<file path="src/rtl/mcc_pkg.sv">
// ----------------------------------------------------------------------------
// mcc_pkg
// Shared types, character codes and the letter code table of the Morse codec.
// ----------------------------------------------------------------------------
package mcc_pkg;

    localparam int CHAR_W      = 8;
    localparam int NUM_LETTERS = 26;
    localparam int MAX_MARKS   = 4;
    localparam int MAX_RUN     = MAX_MARKS + 1;
    localparam int COUNT_W     = $clog2(MAX_RUN + 1);
    localparam int LEN_W       = $clog2(MAX_MARKS + 1);
    localparam int IDX_W       = $clog2(NUM_LETTERS);

    localparam logic [CHAR_W-1:0] CHAR_SPACE   = 8'h20;
    localparam logic [CHAR_W-1:0] CHAR_DOT     = 8'h2E;
    localparam logic [CHAR_W-1:0] CHAR_DASH    = 8'h2D;
    localparam logic [CHAR_W-1:0] CHAR_UPPER_A = 8'h41;
    localparam logic [CHAR_W-1:0] CHAR_UPPER_Z = 8'h5A;
    localparam logic [CHAR_W-1:0] CHAR_LOWER_A = 8'h61;
    localparam logic [CHAR_W-1:0] CHAR_LOWER_Z = 8'h7A;
    localparam logic [CHAR_W-1:0] CHAR_NONE    = 8'h00;

    // One letter code: mark count and dash flags, bit i is mark i
    typedef struct packed {
        logic [LEN_W-1:0]     len;
        logic [MAX_MARKS-1:0] bits;
    } mcc_code_t;

    // One run of output characters, first character in slot 0
    typedef struct packed {
        logic [COUNT_W-1:0]                count;
        logic [MAX_RUN-1:0][CHAR_W-1:0]    chars;
    } mcc_run_t;

    // Letter code table, A at index 0
    function automatic mcc_code_t morse_entry(input logic [IDX_W-1:0] idx);
        mcc_code_t c;
        case (idx)
            5'd0:    c = '{len: 3'd2, bits: 4'b0010};
            5'd1:    c = '{len: 3'd4, bits: 4'b0001};
            5'd2:    c = '{len: 3'd4, bits: 4'b0101};
            5'd3:    c = '{len: 3'd3, bits: 4'b0001};
            5'd4:    c = '{len: 3'd1, bits: 4'b0000};
            5'd5:    c = '{len: 3'd4, bits: 4'b0100};
            5'd6:    c = '{len: 3'd3, bits: 4'b0011};
            5'd7:    c = '{len: 3'd4, bits: 4'b0000};
            5'd8:    c = '{len: 3'd2, bits: 4'b0000};
            5'd9:    c = '{len: 3'd4, bits: 4'b1110};
            5'd10:   c = '{len: 3'd3, bits: 4'b0101};
            5'd11:   c = '{len: 3'd4, bits: 4'b0010};
            5'd12:   c = '{len: 3'd2, bits: 4'b0011};
            5'd13:   c = '{len: 3'd2, bits: 4'b0001};
            5'd14:   c = '{len: 3'd3, bits: 4'b0111};
            5'd15:   c = '{len: 3'd4, bits: 4'b0110};
            5'd16:   c = '{len: 3'd4, bits: 4'b1011};
            5'd17:   c = '{len: 3'd3, bits: 4'b0010};
            5'd18:   c = '{len: 3'd3, bits: 4'b0000};
            5'd19:   c = '{len: 3'd1, bits: 4'b0001};
            5'd20:   c = '{len: 3'd3, bits: 4'b0100};
            5'd21:   c = '{len: 3'd4, bits: 4'b1000};
            5'd22:   c = '{len: 3'd3, bits: 4'b0110};
            5'd23:   c = '{len: 3'd4, bits: 4'b1001};
            5'd24:   c = '{len: 3'd4, bits: 4'b1101};
            5'd25:   c = '{len: 3'd4, bits: 4'b0011};
            default: c = '{len: 3'd0, bits: 4'b0000};
        endcase
        return c;
    endfunction

    // Look up a mark buffer; returns the uppercase letter, or CHAR_NONE
    function automatic logic [CHAR_W-1:0] morse_lookup(
        input logic [LEN_W-1:0]     len,
        input logic [MAX_MARKS-1:0] bits
    );
        logic [CHAR_W-1:0] letter;
        mcc_code_t         c;
        letter = CHAR_NONE;
        for (int i = NUM_LETTERS - 1; i >= 0; i--)
        begin
            c = morse_entry(IDX_W'(i));
            if (c.len == len && c.bits == bits)
            begin
                letter = CHAR_UPPER_A + CHAR_W'(i);
            end
        end
        return letter;
    endfunction

endpackage

</file>
<file path="src/rtl/mcc_if.sv">
// ----------------------------------------------------------------------------
// mcc_in_if / mcc_out_if
// Valid/ready channels for input characters and output characters.
// ----------------------------------------------------------------------------
interface mcc_in_if;
    logic                       valid;
    logic                       ready;
    logic [mcc_pkg::CHAR_W-1:0] in_char;
    logic                       end_of_message;

    modport source (output valid, output in_char, output end_of_message, input ready);
    modport sink   (input valid, input in_char, input end_of_message, output ready);
endinterface

interface mcc_out_if;
    logic                       valid;
    logic                       ready;
    logic [mcc_pkg::CHAR_W-1:0] out_char;
    logic                       last_of_run;

    modport source (output valid, output out_char, output last_of_run, input ready);
    modport sink   (input valid, input out_char, input last_of_run, output ready);
endinterface

</file>
<file path="src/rtl/mcc_core.sv">
// ----------------------------------------------------------------------------
// mcc_core
// Per-character encode/decode logic: builds the output run of one input beat
// and keeps the decode mark buffer and the mode register.
// ----------------------------------------------------------------------------
module mcc_core (
    input  logic                       clk,
    input  logic                       rst_n,
    input  logic                       cfg_we,
    input  logic                       cfg_wdata,
    input  logic                       accept,
    input  logic [mcc_pkg::CHAR_W-1:0] in_char,
    input  logic                       end_of_message,
    output mcc_pkg::mcc_run_t          run
);

    logic                          decode_mode_reg;
    logic [mcc_pkg::LEN_W-1:0]     mark_count_reg, mark_count_next;
    logic [mcc_pkg::MAX_MARKS-1:0] mark_bits_reg, mark_bits_next;
    logic                          bad_code_reg, bad_code_next;

    logic                          is_upper, is_lower, is_space, is_dot, is_dash;
    logic [mcc_pkg::CHAR_W-1:0]    letter_off;
    mcc_pkg::mcc_code_t            code;
    mcc_pkg::mcc_run_t             enc_run, dec_run;
    logic [mcc_pkg::LEN_W-1:0]     mid_count;
    logic [mcc_pkg::MAX_MARKS-1:0] mid_bits;
    logic                          mid_bad;
    logic [mcc_pkg::CHAR_W-1:0]    letter_space, letter_eom, letter;

    // Classify the input character
    always_comb
    begin
        is_upper = (in_char >= mcc_pkg::CHAR_UPPER_A) && (in_char <= mcc_pkg::CHAR_UPPER_Z);
        is_lower = (in_char >= mcc_pkg::CHAR_LOWER_A) && (in_char <= mcc_pkg::CHAR_LOWER_Z);
        is_space = (in_char == mcc_pkg::CHAR_SPACE);
        is_dot   = (in_char == mcc_pkg::CHAR_DOT);
        is_dash  = (in_char == mcc_pkg::CHAR_DASH);
        letter_off = is_lower ? (in_char - mcc_pkg::CHAR_LOWER_A)
                              : (in_char - mcc_pkg::CHAR_UPPER_A);
        code = mcc_pkg::morse_entry(letter_off[mcc_pkg::IDX_W-1:0]);
    end

    // Encode run: a space and the letter's marks, or two spaces for a space
    always_comb
    begin
        enc_run       = '0;
        enc_run.chars[0] = mcc_pkg::CHAR_SPACE;
        for (int i = 0; i < mcc_pkg::MAX_MARKS; i++)
        begin
            enc_run.chars[i+1] = code.bits[i] ? mcc_pkg::CHAR_DASH : mcc_pkg::CHAR_DOT;
        end
        if (is_upper || is_lower)
        begin
            enc_run.count = mcc_pkg::COUNT_W'(code.len) + mcc_pkg::COUNT_W'(1);
        end
        else if (is_space)
        begin
            enc_run.chars[1] = mcc_pkg::CHAR_SPACE;
            enc_run.count    = mcc_pkg::COUNT_W'(2);
        end
    end

    // Decode: flush on space, else gather a mark or flag a bad code
    always_comb
    begin
        letter_space = (!bad_code_reg && mark_count_reg != '0)
                     ? mcc_pkg::morse_lookup(mark_count_reg, mark_bits_reg)
                     : mcc_pkg::CHAR_NONE;
        mid_count = mark_count_reg;
        mid_bits  = mark_bits_reg;
        mid_bad   = bad_code_reg;
        if (is_space)
        begin
            mid_count = '0;
            mid_bits  = '0;
            mid_bad   = 1'b0;
        end
        else if (is_dot || is_dash)
        begin
            if (mark_count_reg < mcc_pkg::LEN_W'(mcc_pkg::MAX_MARKS))
            begin
                if (is_dash)
                begin
                    mid_bits[mark_count_reg[mcc_pkg::LEN_W-2:0]] = 1'b1;
                end
                mid_count = mark_count_reg + mcc_pkg::LEN_W'(1);
            end
            else
            begin
                mid_bad = 1'b1;
            end
        end
        else
        begin
            mid_bad = 1'b1;
        end

        // End of message flushes what is left after this character
        letter_eom = (!mid_bad && mid_count != '0)
                   ? mcc_pkg::morse_lookup(mid_count, mid_bits)
                   : mcc_pkg::CHAR_NONE;
        mark_count_next = mid_count;
        mark_bits_next  = mid_bits;
        bad_code_next   = mid_bad;
        if (end_of_message)
        begin
            mark_count_next = '0;
            mark_bits_next  = '0;
            bad_code_next   = 1'b0;
        end

        letter = is_space ? letter_space
               : (end_of_message ? letter_eom : mcc_pkg::CHAR_NONE);
        dec_run          = '0;
        dec_run.chars[0] = letter;
        dec_run.count    = (letter != mcc_pkg::CHAR_NONE) ? mcc_pkg::COUNT_W'(1) : '0;
    end

    assign run = decode_mode_reg ? dec_run : enc_run;

    // Hold the mode register and the decode buffer
    always_ff @(posedge clk or negedge rst_n)
    begin
        if (!rst_n)
        begin
            decode_mode_reg <= 1'b0;
            mark_count_reg  <= '0;
            mark_bits_reg   <= '0;
            bad_code_reg    <= 1'b0;
        end
        else
        begin
            if (cfg_we)
            begin
                decode_mode_reg <= cfg_wdata;
            end
            if (accept && decode_mode_reg)
            begin
                mark_count_reg <= mark_count_next;
                mark_bits_reg  <= mark_bits_next;
                bad_code_reg   <= bad_code_next;
            end
        end
    end

endmodule

</file>
<file path="src/rtl/mcc_serializer.sv">
// ----------------------------------------------------------------------------
// mcc_serializer
// Run register: holds one run of output characters and shifts it out one beat
// per cycle while out_ch.ready is high, taking the next run as its last beat leaves.
// ----------------------------------------------------------------------------
module mcc_serializer (
    input  logic               clk,
    input  logic               rst_n,
    input  logic               accept,
    input  mcc_pkg::mcc_run_t  run,
    output logic               free,
    mcc_out_if.source          out_ch
);

    logic [mcc_pkg::COUNT_W-1:0]                    count_reg;
    logic [mcc_pkg::MAX_RUN-1:0][mcc_pkg::CHAR_W-1:0] chars_reg;
    logic                                           take;

    assign out_ch.valid       = (count_reg != '0);
    assign out_ch.out_char    = chars_reg[0];
    assign out_ch.last_of_run = (count_reg == mcc_pkg::COUNT_W'(1));
    assign take               = out_ch.valid && out_ch.ready;

    // Free when empty or when the final beat leaves this cycle
    assign free = (count_reg == '0) || (out_ch.last_of_run && out_ch.ready);

    // Load a new run, or advance the current one
    always_ff @(posedge clk or negedge rst_n)
    begin
        if (!rst_n)
        begin
            count_reg <= '0;
        end
        else if (accept && run.count != '0)
        begin
            count_reg <= run.count;
        end
        else if (take)
        begin
            count_reg <= count_reg - mcc_pkg::COUNT_W'(1);
        end
    end

    always_ff @(posedge clk)
    begin
        if (accept && run.count != '0)
        begin
            chars_reg <= run.chars;
        end
        else if (take)
        begin
            chars_reg <= chars_reg >> mcc_pkg::CHAR_W;
        end
    end

endmodule

</file>
<file path="src/rtl/morse_code_codec.sv">
// ----------------------------------------------------------------------------
// morse_code_codec
// Streaming Morse codec for the letters A to Z, encode or decode by register.
// ----------------------------------------------------------------------------
// An input beat is taken whenever the run register is empty or its last beat
// leaves in the same cycle, so one run can follow the last with no gap.
// Each item gives a run on the single output port: an encoded letter a space
// and its marks (2 to 5 characters), an encoded space two spaces, a decoded
// letter one character; an item with no result gives no output beat. The run
// register in front of the output port holds each run. cfg_wdata selects
// decode mode (1) or encode mode (0); the user must write it while the block
// is idle, not enforced by the block; a mode change keeps pending decode marks.
// ----------------------------------------------------------------------------
module morse_code_codec (
    input  logic       clk,
    input  logic       rst_n,
    input  logic       cfg_we,
    input  logic       cfg_wdata,
    mcc_in_if.sink     in_ch,
    mcc_out_if.source  out_ch
);

    logic              accept;
    logic              free;
    mcc_pkg::mcc_run_t run;

    assign in_ch.ready = free;
    assign accept      = in_ch.valid && free;

    // Per-beat encode/decode and mark buffer
    mcc_core u_core (
        .clk            (clk),
        .rst_n          (rst_n),
        .cfg_we         (cfg_we),
        .cfg_wdata      (cfg_wdata),
        .accept         (accept),
        .in_char        (in_ch.in_char),
        .end_of_message (in_ch.end_of_message),
        .run            (run)
    );

    // Output run register
    mcc_serializer u_serializer (
        .clk    (clk),
        .rst_n  (rst_n),
        .accept (accept),
        .run    (run),
        .free   (free),
        .out_ch (out_ch)
    );

endmodule

</file>
<file path="src/flat_wrapper.sv">
// flat-port wrapper written by rule: the top's interface ports become plain ports
module morse_code_codec_flat 
  (clk, rst_n, cfg_we, cfg_wdata, in_ch_valid, in_ch_in_char, in_ch_end_of_message, in_ch_ready, out_ch_valid, out_ch_out_char, out_ch_last_of_run, out_ch_ready);
  mcc_in_if in_ch_i ();
  mcc_out_if out_ch_i ();
  input  logic clk;
  input  logic rst_n;
  input  logic cfg_we;
  input  logic cfg_wdata;
  input wire logic [$bits(in_ch_i.valid)-1:0] in_ch_valid;
  input wire logic [$bits(in_ch_i.in_char)-1:0] in_ch_in_char;
  input wire logic [$bits(in_ch_i.end_of_message)-1:0] in_ch_end_of_message;
  output wire logic [$bits(in_ch_i.ready)-1:0] in_ch_ready;
  output wire logic [$bits(out_ch_i.valid)-1:0] out_ch_valid;
  output wire logic [$bits(out_ch_i.out_char)-1:0] out_ch_out_char;
  output wire logic [$bits(out_ch_i.last_of_run)-1:0] out_ch_last_of_run;
  input wire logic [$bits(out_ch_i.ready)-1:0] out_ch_ready;
  assign in_ch_i.valid = in_ch_valid;
  assign in_ch_i.in_char = in_ch_in_char;
  assign in_ch_i.end_of_message = in_ch_end_of_message;
  assign in_ch_ready = in_ch_i.ready;
  assign out_ch_valid = out_ch_i.valid;
  assign out_ch_out_char = out_ch_i.out_char;
  assign out_ch_last_of_run = out_ch_i.last_of_run;
  assign out_ch_i.ready = out_ch_ready;
  morse_code_codec u_core (.clk(clk), .rst_n(rst_n), .cfg_we(cfg_we), .cfg_wdata(cfg_wdata), .in_ch(in_ch_i), .out_ch(out_ch_i));
endmodule
</file>
<file path="config.mk">
export PLATFORM = sky130hd
export DESIGN_NAME = morse_code_codec_flat
export DESIGN_NICKNAME = d
export VERILOG_FILES = /design/src/rtl/mcc_pkg.sv /design/src/rtl/mcc_if.sv /design/src/rtl/mcc_core.sv /design/src/rtl/mcc_serializer.sv /design/src/rtl/morse_code_codec.sv /design/src/flat_wrapper.sv
export SDC_FILE = /design/constraint.sdc
export NUM_CORES = 1
export LEC_CHECK = 0
export BUFFER_PORTS_ARGS = -buffer_cell sky130_fd_sc_hd__buf_2
export CAP_MARGIN = 20
export CORE_MARGIN = 1.5
export CORE_UTILIZATION = 62
export DETAILED_ROUTE_END_ITERATION = 12
export PLACE_DENSITY = 0.81
export SLEW_MARGIN = 25
export SYNTH_ARGS = -nofsm -noshare
export SYNTH_HDL_FRONTEND = slang
export SYNTH_SLANG_ARGS = --single-unit
</file>
<file path="constraint.sdc">
create_clock -name clk -period 4.25 [get_ports clk]
set_input_delay 1.0625 -clock clk [delete_from_list [all_inputs] [get_ports clk]]
set_output_delay 1.0625 -clock clk [all_outputs]
set_load 0.05 [all_outputs]
</file>
==> metrics.txt <==
outcome=finished clean; Worst-Skew Late Latency=0.31 ns; IO buf count=24; endpoints failing setup=0; share of cells above drive strength 1=0.2068; synthesized cell area=0.003528 mm²; Setup Buffers After CTS=0; area of the multi-input gates=0.002396 mm²; RSZ-0062 raised after global routing=false; Reg clk slew, reported paths=0.07 ns; gpl congestion=1.028; diodes inserted=0; Core Box Area=0.005507 mm²; Die Area=0.006153 mm²; Initial Utilization=0.6408; CP Class=in2reg; clk sinks=32; Required @ worst endpoint=4.30 ns; Clock Path Buffers=2; sequential-to-total area share from yosys stat=0.2553; vias=3746; WL final=10340 µm; final setup TNS=0 ns; max reg flops=13; dpl ws=0.08534 ns; Critical Path Sink Type=flip-flop; FP Rows=27; number of H-tree levels=2; Mapped Cells=443; worst hold path class=reg2reg; hpwl dp=7831 µm; Post-synth top flop=edfxtp_1; Setup crit start kind=input port; VDD IR max=0.0002184 V; min Tclk post-route=3.892 ns; initial antenna violation count=0; Final Hold Fails=0; Worst-Margin Slew=0.6566 ns; worst hold slack=0.5824 ns; drc violations=0; Mapped Avg Cell Area=7.965 µm²; most frequent cells in the layout=nand2_1 (39), nor2_1 (36), buf_4 (36); Final WS setup=0.3582 ns; maximum clock frequency=0.2570 GHz; clock skew=0.01382 ns; Synth Warn #=0; # resized after CTS=0; EDFF count, synth=20; largest net degree at the start of global routing=23; Final ANT Viol Nets=0; via/cell ratio=6.861; max_slew headroom=0.5582; share of the synthesized area in the top cell type=0.1702; wire per inst=18.93 µm; Syn Nets=473; Area Growth Syn to Fin=12.87%; Fill cells=443; global route overflow=0; WP data arrival=3.94 ns; post-synth cell types=78; pins over their slew limit=0; # hold bufs at CTS=0; total track usage=0.3492; synth top area cells=edfxtp_1 (17%), dfrtp_1 (8.5%), ha_1 (5.3%); MaxCap Viol Count=0; crit-path max FO=14; crit share post-route=0.9157; Die Y=78.44 µm; PD cells=367.7 mW/mm²; global-route wire length before repair=17100 µm; nets=503; ys async rst share=0.3750; synthesized flop and latch total=32; vias in the first global route=3524; CTS tree=done; First-pass DRT Iterations=6; initial drt markers=352; width of the chip=78.44 µm; TritonCTS buffer count=5; Leak=0.001533 µW; FF+latch area=900.9 µm²; root buffer cell=clkbuf_8; commonest non-fill, non-tap cell in the layout=nand2_1; leading area contributor after synthesis=edfxtp_1; Ports=26; flop2flop setup slack=0.76 ns
[per-stage QoR]
step	total power (µW)	cell area, µm²	utilization	instances
2_1_floorplan	965.1	3596	-	443
3_3_place_gp	1108	3871	0.7030	538
3_5_place_dp	1136	3871	0.7030	538
4_1_cts	1440	3983	0.7232	546
5_1_grt	1521	3983	0.7232	546
6_report	1465	3983	0.7232	546
[worst max-delay path: stages]
cell and delay, ns:
buf_2 0.13, clkinvlp_4 0.18, ha_1 0.25, nor3b_1 0.15, buf_4 0.15, nand2_1 0.28, nand2_1 0.13, o2111ai_1 0.34
o211ai_1 0.18, a221o_1 0.38, o221a_2 0.31, nand3b_1 0.18, buf_4 0.22
[layout make-up]
type / instances / area share
multi-input cells: 351 / 0.6016
clock inverters: 3 / 0.01068
clock buffers: 5 / 0.01728
repair buffers: 60 / 0.09802
well taps: 72 / 0.02262
flip-flops and latches: 32 / 0.2262
inverters: 23 / 0.02356
[synthesized netlist by cell type (9+ instances only)]
master	count
nand2_1	39
nor2_1	36
o21ai_0	33
a21oi_1	26
inv_1	22
edfxtp_1	20
clkbuf_1	18
ha_1	15
o22ai_1	13
dfrtp_1	12
nand2b_1	12
nor3_1	10
and2_1	9
buf_4	9
nand3_1	9
[worst paths after layout]
kind / cells past startpoint / startpoint / end
min: 2 / u_core.u_core.bad_code_reg / u_core.u_core.bad_code_reg
min in group asynchronous: 1 / rst_n / u_core.u_core.decode_mode_reg
max reg2reg: 10 / u_core.u_core.mark_count_reg[0] / u_core.u_serializer.out_ch.out_char[6]
max: 13 / in_ch_in_char[0] / u_core.u_serializer.out_ch.out_char[6]
min reg2reg: 2 / u_core.u_core.bad_code_reg / u_core.u_core.bad_code_reg
max in group asynchronous: 1 / rst_n / u_core.u_serializer.count_reg[2]
[where the power goes]
part / switching, µW / internal, µW
registers: 62.8 / 429
clock network: 141 / 174
logic: 427 / 231
total: 631 / 834
[logic make-up (layout without fill, tap and decap cells)]
kind of cell / count (synthesis) / in the layout / synth area share
XOR/XNOR: 7 / 7 / 0.01738
buffers and inverters: 60 / 91 / 0.08191
other: 1 / 1 / 0.001063
AND/OR/NAND/NOR: 163 / 163 / 0.2468
adder cells (fa/ha/maj): 16 / 16 / 0.05603
multiplexers: 10 / 10 / 0.03227
flip-flops: 32 / 32 / 0.2553
AO/OA/AOI/OAI: 154 / 154 / 0.3092
[routing by layer]
layer | track usage | routed length [µm]
met3 | 0.05233 | 799
met5 | 0 | 0
met4 | 0.1286 | 319
met1 | 0.4604 | 4306
met2 | 0.5791 | 4912
(Power assumes the default switching activity.)
